### config.mk
export PLATFORM = sky130hd
export DESIGN_NAME = four_class_stable_priority_queue
export DESIGN_NICKNAME = d
export VERILOG_FILES = /design/src/sv/fcspq_pkg.sv /design/src/sv/fcspq_cell.sv /design/src/sv/four_class_stable_priority_queue.sv
export VERILOG_INCLUDE_DIRS = /design/src /design/src/sv
export SDC_FILE = /design/constraint.sdc
export NUM_CORES = 1
export LEC_CHECK = 0
export CELL_PAD_IN_SITES_DETAIL_PLACEMENT = 1
export CELL_PAD_IN_SITES_GLOBAL_PLACEMENT = 2
export CORE_MARGIN = 2
export CORE_UTILIZATION = 47
export DETAILED_ROUTE_END_ITERATION = 12
export DONT_BUFFER_PORTS = 1
export PLACE_DENSITY_LB_ADDON = 0.3
export SLEW_MARGIN = 5
export SYNTH_ARGS = -nofsm -noshare
export SYNTH_HDL_FRONTEND = slang
export SYNTH_SLANG_ARGS = --single-unit
### constraint.sdc
create_clock -name clock -period 8.4 [get_ports clock]
set_input_delay 0.42 -clock clock [delete_from_list [all_inputs] [get_ports clock]]
set_output_delay 0.42 -clock clock [all_outputs]
set_load 0.02 [all_outputs]
### src/sv/four_class_stable_priority_queue_defines.svh
`ifndef FOUR_CLASS_STABLE_PRIORITY_QUEUE_DEFINES_SVH
`define FOUR_CLASS_STABLE_PRIORITY_QUEUE_DEFINES_SVH

// same-cycle implication, checked outside reset
`define FCSPQ_ASSERT_NOW(label, clk, rst, ante, cons, msg) \
   label: assert property (@(posedge clk) disable iff (rst) (ante) |-> (cons)) \
      else $error(msg);

// next-cycle implication, checked outside reset
`define FCSPQ_ASSERT_NEXT(label, clk, rst, ante, cons, msg) \
   label: assert property (@(posedge clk) disable iff (rst) (ante) |=> (cons)) \
      else $error(msg);

`endif

### src/sv/fcspq_pkg.sv
package fcspq_pkg;

   localparam int TAG_FIELD_W = 16;
   localparam int URG_W       = 2;
   localparam int NUM_CLASSES = 4;
   localparam int POS_W       = 4;
   localparam int OCC_W       = 5;

   typedef enum logic [1:0] {
      OP_INSERT    = 2'd0,
      OP_SERVE_ONE = 2'd1,
      OP_SERVE_ALL = 2'd2,
      OP_LIST      = 2'd3
   } op_type;

   typedef enum logic [1:0] {
      STATUS_GIVEN    = 2'd0,
      STATUS_ACCEPTED = 2'd1,
      STATUS_FULL     = 2'd2,
      STATUS_EMPTY    = 2'd3
   } status_type;

   typedef enum logic [1:0] {
      CELL_HOLD   = 2'd0,
      CELL_INSERT = 2'd1,
      CELL_SHIFT  = 2'd2,
      CELL_ROTATE = 2'd3
   } cell_cmd_type;

   typedef struct packed {
      cell_cmd_type     cmd;
      logic [URG_W-1:0] urgency;
   } cell_ctl_type;

   typedef enum logic [1:0] {
      S_IDLE  = 2'd0,
      S_DRAIN = 2'd1,
      S_SCAN  = 2'd2
   } state_type;

endpackage

### src/sv/fcspq_cell.sv
module fcspq_cell import fcspq_pkg::*; #(
   parameter int TAG_W = 16
) (
   input  logic             clock,
   input  logic             reset,
   input  cell_ctl_type     ctl,
   input  logic [TAG_W-1:0] new_tag,
   input  logic [URG_W-1:0] head_urgency,
   input  logic [TAG_W-1:0] head_tag,
   input  logic             left_ins,
   input  logic             left_valid,
   input  logic [URG_W-1:0] left_urgency,
   input  logic [TAG_W-1:0] left_tag,
   input  logic             right_valid,
   input  logic [URG_W-1:0] right_urgency,
   input  logic [TAG_W-1:0] right_tag,
   output logic             valid,
   output logic [URG_W-1:0] urgency,
   output logic [TAG_W-1:0] tag,
   output logic             ins
);

   logic             valid_ff, valid_in;
   logic [URG_W-1:0] urgency_ff, urgency_in;
   logic [TAG_W-1:0] tag_ff, tag_in;

   // this slot and everything after it moves right on an insert
   assign ins = !valid_ff || (urgency_ff > ctl.urgency);

   always_comb begin
      valid_in   = valid_ff;
      urgency_in = urgency_ff;
      tag_in     = tag_ff;
      unique case (ctl.cmd)
         CELL_HOLD: begin
         end
         CELL_INSERT: begin
            if (ins) begin
               if (left_ins) begin
                  valid_in   = left_valid;
                  urgency_in = left_urgency;
                  tag_in     = left_tag;
               end else begin
                  valid_in   = 1'b1;
                  urgency_in = ctl.urgency;
                  tag_in     = new_tag;
               end
            end
         end
         CELL_SHIFT: begin
            valid_in   = right_valid;
            urgency_in = right_urgency;
            tag_in     = right_tag;
         end
         CELL_ROTATE: begin
            // last occupied slot takes the head, the rest advance
            if (valid_ff && !right_valid) begin
               urgency_in = head_urgency;
               tag_in     = head_tag;
            end else begin
               valid_in   = right_valid;
               urgency_in = right_urgency;
               tag_in     = right_tag;
            end
         end
         default: begin
         end
      endcase
   end

   always_ff @(posedge clock) begin
      if (reset) begin
         valid_ff <= 1'b0;
      end else begin
         valid_ff <= valid_in;
      end
      urgency_ff <= urgency_in;
      tag_ff     <= tag_in;
   end

   assign valid   = valid_ff;
   assign urgency = urgency_ff;
   assign tag     = tag_ff;

endmodule

### src/sv/four_class_stable_priority_queue.sv
// channel    ports                                    handshake
// request    req_op, req_urgency, req_tag             start high, busy low
// response   rsp_status, rsp_out_tag, rsp_out_urgency, rsp_valid for one cycle
//            rsp_position, rsp_occupancy, rsp_last
//
// Insert and serve one requests, and requests on an empty queue, leave busy
// low; the response shows in the cycle after the request, so requests may come back to back.
// Serve all and list give one response per entry held: the cell chain shifts or
// rotates once per response, and busy is high until the last one goes out.
// Reset clears the cell valid bits, the class counters and the entry count.
// The receiver cannot stall; every response is shown for exactly one cycle.
`include "four_class_stable_priority_queue_defines.svh"

module four_class_stable_priority_queue import fcspq_pkg::*; #(
   parameter int CAPACITY = 16,
   parameter int TAG_BITS = 16
) (
   input  logic                   clock,
   input  logic                   reset,
   input  logic                   start,
   output logic                   busy,
   input  logic [1:0]             req_op,
   input  logic [URG_W-1:0]       req_urgency,
   input  logic [TAG_FIELD_W-1:0] req_tag,
   output logic                   rsp_valid,
   output logic [1:0]             rsp_status,
   output logic [TAG_FIELD_W-1:0] rsp_out_tag,
   output logic [URG_W-1:0]       rsp_out_urgency,
   output logic [POS_W-1:0]       rsp_position,
   output logic [OCC_W-1:0]       rsp_occupancy,
   output logic                   rsp_last
);

   localparam int TAG_W = (TAG_BITS < TAG_FIELD_W) ? TAG_BITS : TAG_FIELD_W;
   localparam int CW    = $clog2(CAPACITY + 1);

   // chain wires; slot CAPACITY is the empty neighbor right of the last cell
   logic             valid_w   [0:CAPACITY];
   logic [URG_W-1:0] urgency_w [0:CAPACITY];
   logic [TAG_W-1:0] tag_w     [0:CAPACITY];
   logic             ins_w     [0:CAPACITY-1];

   cell_ctl_type     cell_ctl;
   logic [TAG_W-1:0] new_tag;

   state_type        state_ff, state_in;
   logic [CW-1:0]    count_ff, count_in;
   logic [CW-1:0]    k_ff, k_in;
   logic [CW-1:0]    class_cnt_ff [NUM_CLASSES];
   logic [CW-1:0]    class_cnt_in [NUM_CLASSES];

   logic                   rsp_valid_ff, rsp_valid_in;
   logic [1:0]             rsp_status_ff, rsp_status_in;
   logic [TAG_FIELD_W-1:0] rsp_tag_ff, rsp_tag_in;
   logic [URG_W-1:0]       rsp_urgency_ff, rsp_urgency_in;
   logic [POS_W-1:0]       rsp_position_ff, rsp_position_in;
   logic [OCC_W-1:0]       rsp_occupancy_ff, rsp_occupancy_in;
   logic                   rsp_last_ff, rsp_last_in;

   logic [CW-1:0]   slot;
   logic            do_insert;
   logic            do_pop;
   logic            full;
   logic            empty;
   logic [CW+1:0]   class_total;

   assign new_tag = req_tag[TAG_W-1:0];
   assign valid_w[CAPACITY]   = 1'b0;
   assign urgency_w[CAPACITY] = '0;
   assign tag_w[CAPACITY]     = '0;

   for (genvar i = 0; i < CAPACITY; i++) begin : g_cell
      if (i == 0) begin : g_head
         fcspq_cell #(.TAG_W(TAG_W)) u_cell (
            .clock         (clock),
            .reset         (reset),
            .ctl           (cell_ctl),
            .new_tag       (new_tag),
            .head_urgency  (urgency_w[0]),
            .head_tag      (tag_w[0]),
            .left_ins      (1'b0),
            .left_valid    (1'b0),
            .left_urgency  ('0),
            .left_tag      ('0),
            .right_valid   (valid_w[i+1]),
            .right_urgency (urgency_w[i+1]),
            .right_tag     (tag_w[i+1]),
            .valid         (valid_w[i]),
            .urgency       (urgency_w[i]),
            .tag           (tag_w[i]),
            .ins           (ins_w[i])
         );
      end else begin : g_body
         fcspq_cell #(.TAG_W(TAG_W)) u_cell (
            .clock         (clock),
            .reset         (reset),
            .ctl           (cell_ctl),
            .new_tag       (new_tag),
            .head_urgency  (urgency_w[0]),
            .head_tag      (tag_w[0]),
            .left_ins      (ins_w[i-1]),
            .left_valid    (valid_w[i-1]),
            .left_urgency  (urgency_w[i-1]),
            .left_tag      (tag_w[i-1]),
            .right_valid   (valid_w[i+1]),
            .right_urgency (urgency_w[i+1]),
            .right_tag     (tag_w[i+1]),
            .valid         (valid_w[i]),
            .urgency       (urgency_w[i]),
            .tag           (tag_w[i]),
            .ins           (ins_w[i])
         );
      end
   end

   assign full  = (count_ff == CW'(CAPACITY));
   assign empty = (count_ff == '0);
   assign busy  = (state_ff != S_IDLE);

   // insert slot: entries of equal or higher urgency stay ahead
   always_comb begin
      slot = '0;
      for (int c = 0; c < NUM_CLASSES; c++) begin
         if (URG_W'(c) <= req_urgency) begin
            slot = slot + class_cnt_ff[c];
         end
      end
   end

   always_comb begin
      state_in         = state_ff;
      count_in         = count_ff;
      k_in             = k_ff;
      do_insert        = 1'b0;
      do_pop           = 1'b0;
      cell_ctl.cmd     = CELL_HOLD;
      cell_ctl.urgency = req_urgency;
      rsp_valid_in     = 1'b0;
      rsp_status_in    = rsp_status_ff;
      rsp_tag_in       = rsp_tag_ff;
      rsp_urgency_in   = rsp_urgency_ff;
      rsp_position_in  = rsp_position_ff;
      rsp_occupancy_in = rsp_occupancy_ff;
      rsp_last_in      = rsp_last_ff;

      unique case (state_ff)
         S_IDLE: begin
            if (start) begin
               rsp_valid_in = 1'b1;
               rsp_last_in  = 1'b1;
               if (op_type'(req_op) == OP_INSERT) begin
                  if (full) begin
                     rsp_status_in    = STATUS_FULL;
                     rsp_tag_in       = '0;
                     rsp_urgency_in   = '0;
                     rsp_position_in  = '0;
                     rsp_occupancy_in = OCC_W'(count_ff);
                  end else begin
                     do_insert        = 1'b1;
                     cell_ctl.cmd     = CELL_INSERT;
                     count_in         = count_ff + 1'b1;
                     rsp_status_in    = STATUS_ACCEPTED;
                     rsp_tag_in       = TAG_FIELD_W'(new_tag);
                     rsp_urgency_in   = req_urgency;
                     rsp_position_in  = POS_W'(slot);
                     rsp_occupancy_in = OCC_W'(count_in);
                  end
               end else if (empty) begin
                  rsp_status_in    = STATUS_EMPTY;
                  rsp_tag_in       = '0;
                  rsp_urgency_in   = '0;
                  rsp_position_in  = '0;
                  rsp_occupancy_in = '0;
               end else begin
                  rsp_status_in   = STATUS_GIVEN;
                  rsp_tag_in      = TAG_FIELD_W'(tag_w[0]);
                  rsp_urgency_in  = urgency_w[0];
                  rsp_position_in = '0;
                  k_in            = CW'(1);
                  if (op_type'(req_op) == OP_LIST) begin
                     cell_ctl.cmd     = CELL_ROTATE;
                     rsp_occupancy_in = OCC_W'(count_ff);
                     rsp_last_in      = (count_ff == CW'(1));
                     if (!rsp_last_in) begin
                        state_in = S_SCAN;
                     end
                  end else begin
                     do_pop           = 1'b1;
                     cell_ctl.cmd     = CELL_SHIFT;
                     count_in         = count_ff - 1'b1;
                     rsp_occupancy_in = OCC_W'(count_in);
                     if (op_type'(req_op) == OP_SERVE_ALL && count_ff != CW'(1)) begin
                        rsp_last_in = 1'b0;
                        state_in    = S_DRAIN;
                     end
                  end
               end
            end
         end
         S_DRAIN: begin
            do_pop           = 1'b1;
            cell_ctl.cmd     = CELL_SHIFT;
            count_in         = count_ff - 1'b1;
            k_in             = k_ff + 1'b1;
            rsp_valid_in     = 1'b1;
            rsp_status_in    = STATUS_GIVEN;
            rsp_tag_in       = TAG_FIELD_W'(tag_w[0]);
            rsp_urgency_in   = urgency_w[0];
            rsp_position_in  = POS_W'(k_ff);
            rsp_occupancy_in = OCC_W'(count_in);
            rsp_last_in      = (count_ff == CW'(1));
            if (rsp_last_in) begin
               state_in = S_IDLE;
            end
         end
         S_SCAN: begin
            cell_ctl.cmd     = CELL_ROTATE;
            k_in             = k_ff + 1'b1;
            rsp_valid_in     = 1'b1;
            rsp_status_in    = STATUS_GIVEN;
            rsp_tag_in       = TAG_FIELD_W'(tag_w[0]);
            rsp_urgency_in   = urgency_w[0];
            rsp_position_in  = POS_W'(k_ff);
            rsp_occupancy_in = OCC_W'(count_ff);
            rsp_last_in      = (k_in == count_ff);
            if (rsp_last_in) begin
               state_in = S_IDLE;
            end
         end
         default: begin
            state_in = S_IDLE;
         end
      endcase
   end

   // per-class occupancy feeds the insert slot
   always_comb begin
      for (int c = 0; c < NUM_CLASSES; c++) begin
         class_cnt_in[c] = class_cnt_ff[c];
         if (do_insert && req_urgency == URG_W'(c)) begin
            class_cnt_in[c] = class_cnt_ff[c] + 1'b1;
         end
         if (do_pop && urgency_w[0] == URG_W'(c)) begin
            class_cnt_in[c] = class_cnt_ff[c] - 1'b1;
         end
      end
   end

   always_ff @(posedge clock) begin
      if (reset) begin
         state_ff     <= S_IDLE;
         count_ff     <= '0;
         k_ff         <= '0;
         rsp_valid_ff <= 1'b0;
         for (int c = 0; c < NUM_CLASSES; c++) begin
            class_cnt_ff[c] <= '0;
         end
      end else begin
         state_ff     <= state_in;
         count_ff     <= count_in;
         k_ff         <= k_in;
         rsp_valid_ff <= rsp_valid_in;
         for (int c = 0; c < NUM_CLASSES; c++) begin
            class_cnt_ff[c] <= class_cnt_in[c];
         end
      end
      rsp_status_ff    <= rsp_status_in;
      rsp_tag_ff       <= rsp_tag_in;
      rsp_urgency_ff   <= rsp_urgency_in;
      rsp_position_ff  <= rsp_position_in;
      rsp_occupancy_ff <= rsp_occupancy_in;
      rsp_last_ff      <= rsp_last_in;
   end

   assign rsp_valid       = rsp_valid_ff;
   assign rsp_status      = rsp_status_ff;
   assign rsp_out_tag     = rsp_tag_ff;
   assign rsp_out_urgency = rsp_urgency_ff;
   assign rsp_position    = rsp_position_ff;
   assign rsp_occupancy   = rsp_occupancy_ff;
   assign rsp_last        = rsp_last_ff;

   assign class_total = (CW+2)'(class_cnt_ff[0]) + (CW+2)'(class_cnt_ff[1])
                      + (CW+2)'(class_cnt_ff[2]) + (CW+2)'(class_cnt_ff[3]);

   `FCSPQ_ASSERT_NOW(a_class_sum, clock, reset, 1'b1,
      class_total == (CW+2)'(count_ff), "class counters disagree with entry count")
   `FCSPQ_ASSERT_NOW(a_head_valid, clock, reset, 1'b1,
      valid_w[0] == (count_ff != '0), "head cell valid disagrees with entry count")
   `FCSPQ_ASSERT_NEXT(a_drain_end, clock, reset, state_ff == S_DRAIN && count_ff == CW'(1),
      state_ff == S_IDLE && count_ff == '0, "drain did not end empty")
   `FCSPQ_ASSERT_NEXT(a_req_rsp, clock, reset, start && !busy,
      rsp_valid, "accepted request gave no response")

endmodule
* Yosys cells after proc, flatten, opt, wreduce, memory -nomap -nowiden *
Memories as Yosys holds them, arrays and structs flattened.
Index checks and enable logic that the tools add are counted.

operators by class
  add/subtract/negate cells = 14
  order comparisons = 20
  equality and inequality tests = 56
  muxes and demuxes = 273
  bitwise logic cells = 4
  reductions and logical operators = 102

operator list
  cell                   number
  $mux W16               51
  $pmux W16 S3           16
  $mux W2                66
  $mux W5                23
  $pmux W2 S3            18
  $mux W1                66
  $pmux W1 S3            17
  $reduce_and A3 Y1      16
  $ne A2 B2 Y1 const B   20
  $reduce_and A2 Y1      17
  $gt A2 B2 Y1           16
  $ne A2 B1 Y1 const B   16
  $pmux W16 S2           1
  $add A5 B1 Y5 const B  6
  $mux W4                7
  $sub A5 B1 Y5 const B  5
  $logic_and A1 B1 Y1    24
  $pmux W5 S2            2
  $eq A2 B2 Y1 const B   9
  $logic_not A1 Y1       16
  $logic_or A1 B1 Y1     16
  $pmux W5 S3            1
  $add A4 B4 Y4          3
  $ne A3 B3 Y1 const B   3
  18 further kinds       34

storage, ports and cells
  bits in registers = 347
  RAM bits = 20
  bits of input ports = 23
  output and inout port bits = 32
  word-level logic and storage cells = 528
  memories = 1

memory list
  name          depth  width  rd ports  clocked after memory_dff  wr ports  line                                    RTL
  class_cnt_ff  4      5      4         0                         4         four_class_stable_priority_queue.sv:49  logic [CW-1:0] class_cnt_ff [NUM_CLASSES];

* Longest topological paths before layout *
  depth after elaboration = 12
  mapped depth = 16

* Hierarchy *
A second synthesis with hierarchy kept.

unflattened totals
  cell total of the unflattened synthesis = 2069
  area total of the unflattened synthesis = 23063.4 sq um

by module, submodules not included
  module                            times used  cells an instance  area an instance (sq um)  seq. area each (sq um)
  fcspq_cell                        16          101                1181.1                    560.5
  four_class_stable_priority_queue  1           453                4165.2                    1481.4

* Worst setup path after synthesis *
No wires, ideal clock.

  path type = register to register
  start point = register count_ff[0]
  end point = register g_cell[0].g_head.u_cell.tag_ff[0] (enable)
  setup time = 421 ps
  arrival time = 3599 ps
  data required time = 7979 ps
  setup slack = 4379 ps
  stages on the path, launching flop included = 13
  period minus slack after synthesis = 4021 ps
  path through = dfxtp_1 clkbuf_1 inv_1 ha_1 or4b_1 buf_2 nand3_2 a21o_1 buf_4 buf_6 buf_2 buf_2 a211oi_1

on the way
  word-level cells in the longest chain between the ends = 8
  elaborated cells between the ends (all ways) = 14
  those cells by class = eq/ne: 6; mux: 5; reduce/logical: 3

ends and longest elaborated chain
  what                                                  line                                                                              RTL
  start: declaration                                    four_class_stable_priority_queue.sv:47                                            logic [CW-1:0] count_ff, count_in;
  start signal: assignment                              four_class_stable_priority_queue.sv:260                                           count_ff <= count_in;
  $eq A5 B5 Y1 or $logic_not A5 Y1 (tied branches)      four_class_stable_priority_queue.sv:116, four_class_stable_priority_queue.sv:117
  $mux W1 or $mux W2 (tied branches)                    four_class_stable_priority_queue.sv:152, four_class_stable_priority_queue.sv:168
  $mux W2 (*)                                           four_class_stable_priority_queue.sv:151                                           if (op_type'(req_op) == OP_INSERT) begin
  $mux W2 (*)                                           four_class_stable_priority_queue.sv:148                                           if (start) begin
  $pmux W2 S3 (*)                                       four_class_stable_priority_queue.sv:146                                           unique case (state_ff)
  $eq A2 B2 Y1 or $eq A2 B1 Y1 (tied branches)          fcspq_cell.sv:34                                                                  unique case (ctl.cmd)
  $ne A2 B2 Y1 (no line), or another cell as far along  n/a
  $reduce_and A3 Y1 (no line) (*)                       n/a
  end signal: assignment                                fcspq_cell.sv:78                                                                  tag_ff <= tag_in;
  end: declaration                                      fcspq_cell.sv:25                                                                  logic [TAG_W-1:0] tag_ff, tag_in;

Mark *: on every way between the ends. The rest lies on a longest branch, timed or not.
A chain may end at the register's enable or synchronous reset.

* Worst setup path in the final report *
  start point = register count_ff[0]
  end point = register g_cell[9].g_body.u_cell.tag_ff[14] (data pin)

on the way
  word-level cells in the longest chain between the ends = 7
  elaborated cells between the ends (all ways) = 11
  those cells by class = eq/ne: 4; mux: 6; reduce/logical: 1

ends and longest elaborated chain
  what                                              line
  $eq A5 B5 Y1 or $logic_not A5 Y1 (tied branches)  four_class_stable_priority_queue.sv:116, four_class_stable_priority_queue.sv:117
  $mux W1 or $mux W2 (tied branches)                four_class_stable_priority_queue.sv:152, four_class_stable_priority_queue.sv:168
  $mux W2 (*)                                       four_class_stable_priority_queue.sv:151
  $mux W2 (*)                                       four_class_stable_priority_queue.sv:148
  $pmux W2 S3 (*)                                   four_class_stable_priority_queue.sv:146
  $eq A2 B2 Y1 or $eq A2 B1 Y1 (tied branches)      fcspq_cell.sv:34
  $pmux W16 S3 (*)                                  fcspq_cell.sv:34
  named net g_cell[9].g_body.u_cell.tag_in[14]      fcspq_cell.sv:25
  end signal: assignment                            fcspq_cell.sv:78
  end: declaration                                  fcspq_cell.sv:25

Mark *: on every way through the listed nets, which the timed path passes. The rest lies on a longest branch.

==> flow_metrics.tcl <==
set metrics [dict create \
    nFillCells 4960 \
    switching_share_pct 44.7 \
    final.period_utilization_pct 55.8 \
    p_leak_nw 9.59 \
    avgViaCountPerCell 6.81 \
    io_buffers 0 \
    diodes 0 \
    worstPathRequired_ns 8.79 \
    die_x_um 222 \
    fmax_mhz 213 \
    first_global_vias 18264 \
    wl_um 74500 \
    path_cells "inv_1 -> ha_1 -> or4b_1 -> nand3_2 -> a21o_4 -> buf_12 -> buf_4 -> nor2_2 -> a221oi_1" \
    syn_nets 2140 \
    ir_drop_mv 0.453 \
    synth-edff-count 318 \
    cts_htree_levels 2 \
    rsz0062_at_grt "false" \
    clkSinkCount 363 \
    yosysWarnings 0 \
    setup_viol 0 \
    synth_area_leaders "edfxtp_1, mux2i_1, a221oi_2" \
    finalHoldViolCount 0 \
    die_area_mm2 0.0493 \
    syn-mean-instance-area_um2 10.9 \
    cts_root_buf "clkbuf_16" \
    synthToLayoutAreaGrowth_pct 6.47 \
    num_vias 17382 \
    grt_pass1_wl_um 113000 \
    crit_path_max_incr_delay_ns 1.00 \
    route.detailed.drc 0 \
    cp-start-kind "flip-flop" \
    nets 2004 \
    ys_seq_area_share_pct 46.8 \
    synth_top_area_share_pct 42.7 \
    synth-seq-cells 363 \
    reg2regPathDepth 9 \
    holdPathEnd "g_cell[0].g_head.u_cell.tag[4]" \
    track_usage_pct 29.7 \
    drt_iter0_markers 1354 \
    antenna_found_initial 0 \
    wl_per_cell_um 29.2 \
    r2r_start "count_ff[0]" \
    rows 79 \
    cp.arrival_ns 5.08 \
    grt-ovfl-total 0 \
    core_area_mm2 0.0468 \
    syn_area_mm2 0.0224 \
    placed_cell_area_mm2 0.0225 \
    synth_top_cell_by_area "edfxtp_1" \
    maxSlewHeadroom_pct 17.8 \
    p_per_area_mw_per_mm2 513 \
    synth.most_common_cell "edfxtp_1" \
    rr_endpoint "g_cell[9].g_body.u_cell.tag[14]" \
    end_kind "flip-flop" \
    synthArstFlopShare_pct 0 \
    cts-buffers-inserted 43 \
    postRouteAntennaNets 0 \
    cts_tree "built" \
    drive_above_1_share_pct 10.6 \
    p_sw_mw 5.46 \
    critPathMaxFanout 199 \
    cp_slowest_cell "buf_4" \
    grt_max_degree 200 \
    postLayoutCellArea_mm2 0.0238 \
    hold_class "input pin to flip-flop" \
    ys_types 68 \
    clk_latency_ns 0.59 \
    dp_hpwl_um 48500 \
    finClkSkew_ns 0.0288 \
    gp_congestion 0.845 \
    dieHeight_um 222 \
    synth_common_cells "edfxtp_1, mux2i_1, nand2_1, nor3_1, nor2_1" \
    cap_viol_max_count 0 \
    final.setup.tns_ns 0 \
    fin_crit_ns 4.69 \
    intPower_mw 6.75 \
    min_path_cells 2 \
    seqPwrFrac_pct 38.5 \
    tightest_slew_ns 1.23 \
    synthCells 2052 \
    p_clk_share_pct 14.5 \
    status "finished clean" \
    firstDrtPassIters 5 \
    reg2reg_slack_ns 3.71 \
    path_class "flip-flop to flip-flop" \
    io_pins 55 \
    initial_core_util_pct 47.8 \
    slew_viol_final 0 \
    cts_setup_buffers 0 \
    ys_dominant_reg_cell "edfxtp_1" \
    clockBufferDepth 3 \
    min_from "req_tag[4]" \
    combinationalPowerShare_pct 47.0 \
    path_clk_slew_ns 0.06 \
]
[state kept, by name, summed over array words and instances, names as in the netlist]
signal                        cells
count_ff                          5
class_cnt_ff                     16
state_ff                          2
rsp_last                          1
rsp_valid                         1
rsp_out_tag                      16
g_cell.g_head.u_cell.tag         16
g_cell.g_head.u_cell.urgency      2
rsp_position                      4
k_ff                              5
g_cell.g_head.u_cell.valid        1
g_cell.g_body.u_cell.urgency     30
rsp_occupancy                     5
g_cell.g_body.u_cell.valid       15
g_cell.g_body.u_cell.tag        240
rsp_status                        2
rsp_out_urgency                   2
[power groups by stage]
stage	logic (mW)	clock network, mW	registers (mW)
after CTS	5.70	1.80	4.69
final	5.74	1.77	4.70
after floorplan	4.41	0	4.14
after global routing	6.25	1.85	4.78
after detailed placement	5.66	0	4.70
after global placement	5.42	0	4.69
[worst max path at each step]
stage | from | to | cells past startpoint
after floorplan | count_ff[0] | g_cell[0].g_head.u_cell.tag[0] | 12
after global placement | count_ff[0] | g_cell[9].g_body.u_cell.tag[14] | 9
after detailed placement | count_ff[0] | g_cell[9].g_body.u_cell.tag[14] | 9
after CTS | count_ff[0] | g_cell[9].g_body.u_cell.tag[14] | 9
after global routing | count_ff[0] | g_cell[4].g_body.u_cell.tag[14] | 9
final | count_ff[0] | g_cell[9].g_body.u_cell.tag[14] | 9
[per-layer routing]
metal | up-vias | track usage, % | share of wire, %
met5 | - | 0 | 0
met4 | 0 | 15.0 | 5.0
met3 | 202 | 3.96 | 4.2
met2 | 496 | 51.5 | 50
met1 | 9017 | 36.3 | 40
li1 | 7667 | - | -
[cells by family (layout without fill, tap and decap cells)]
kind of cell,count (synthesis),count (layout),share of synthesized area [%]
buffers and inverters,266,159,5.16
xor gates and xnor gates,27,27,1.06
and+or+nand+nor,611,611,13.2
muxes,251,251,11.3
AOI/OAI and AO/OA,469,469,18.7
DFF,363,363,46.8
adders and majority gates,65,65,3.87
[through the flow]
step / util [%] / hold slack [ns] / cells / total power, mW / worst slack [ns]
final: 50.9 / 0.0342 / 2552 / 12.2 / 3.71
after global placement: 48.1 / 0.464 / 2476 / 10.1 / 3.97
after global routing: 50.9 / 0.0322 / 2552 / 12.9 / 3.43
after CTS: 50.9 / 0.0135 / 2551 / 12.2 / 3.84
after floorplan: - / 0.453 / 2052 / 8.56 / 4.38
after detailed placement: 48.1 / 0.477 / 2476 / 10.4 / 3.83
[worst max-delay path, delay by kind of cell, from the launching register on]
kind	cells	cell delay, ns
flops	1	0.39
buf+inv	3	1.78
compound gates	2	0.55
simple gates	3	1.23
fa+ha+maj	1	0.25
[what timing repair did]
action / 4_1_cts / 5_1_grt
endpoints found under the hold margin: 45 / 0
gates resized for setup: 0 / 0
hold buffers: 1 / 0
[layout by cell type (no fill, tap or decap), types with 4 or more instances in the layout]
cell type	count
edfxtp_1	318
mux2i_1	247
nand2_1	180
nor3_1	180
nor2_1	122
a221oi_1	95
a221oi_2	71
a221o_1	68
ha_1	58
o21ai_0	57
inv_1	48
a21oi_1	46
dfxtp_1	45
clkbuf_16	43
a22o_1	37
buf_4	34
nand3_1	31
a21o_1	25
nor2b_1	23
nor2_2	17
a211oi_1	16
xnor2_1	15
a311oi_1	15
clkbuf_1	14
xor2_1	12
nand2b_1	10
clkinv_1	10
nor3b_4	9
fa_1	7
o31ai_1	6
nor3b_1	5
nand4_1	5
and2_1	4
and3_1	4
mux2_2	4
or3_1	4
[layout make-up]
| type | count | area [um^2] | area share, % |
|---|---|---|---|
| multi-input combinational | 1423 | 10800 | 45.5 |
| tap | 607 | 759 | 3.19 |
| clock inverter | 16 | 115 | 0.484 |
| inverter | 48 | 180 | 0.757 |
| clock buffer | 58 | 1140 | 4.80 |
| timing repair buffer | 37 | 318 | 1.34 |
| sequential | 363 | 10500 | 43.9 |
Power figures use the tool's default switching activity.
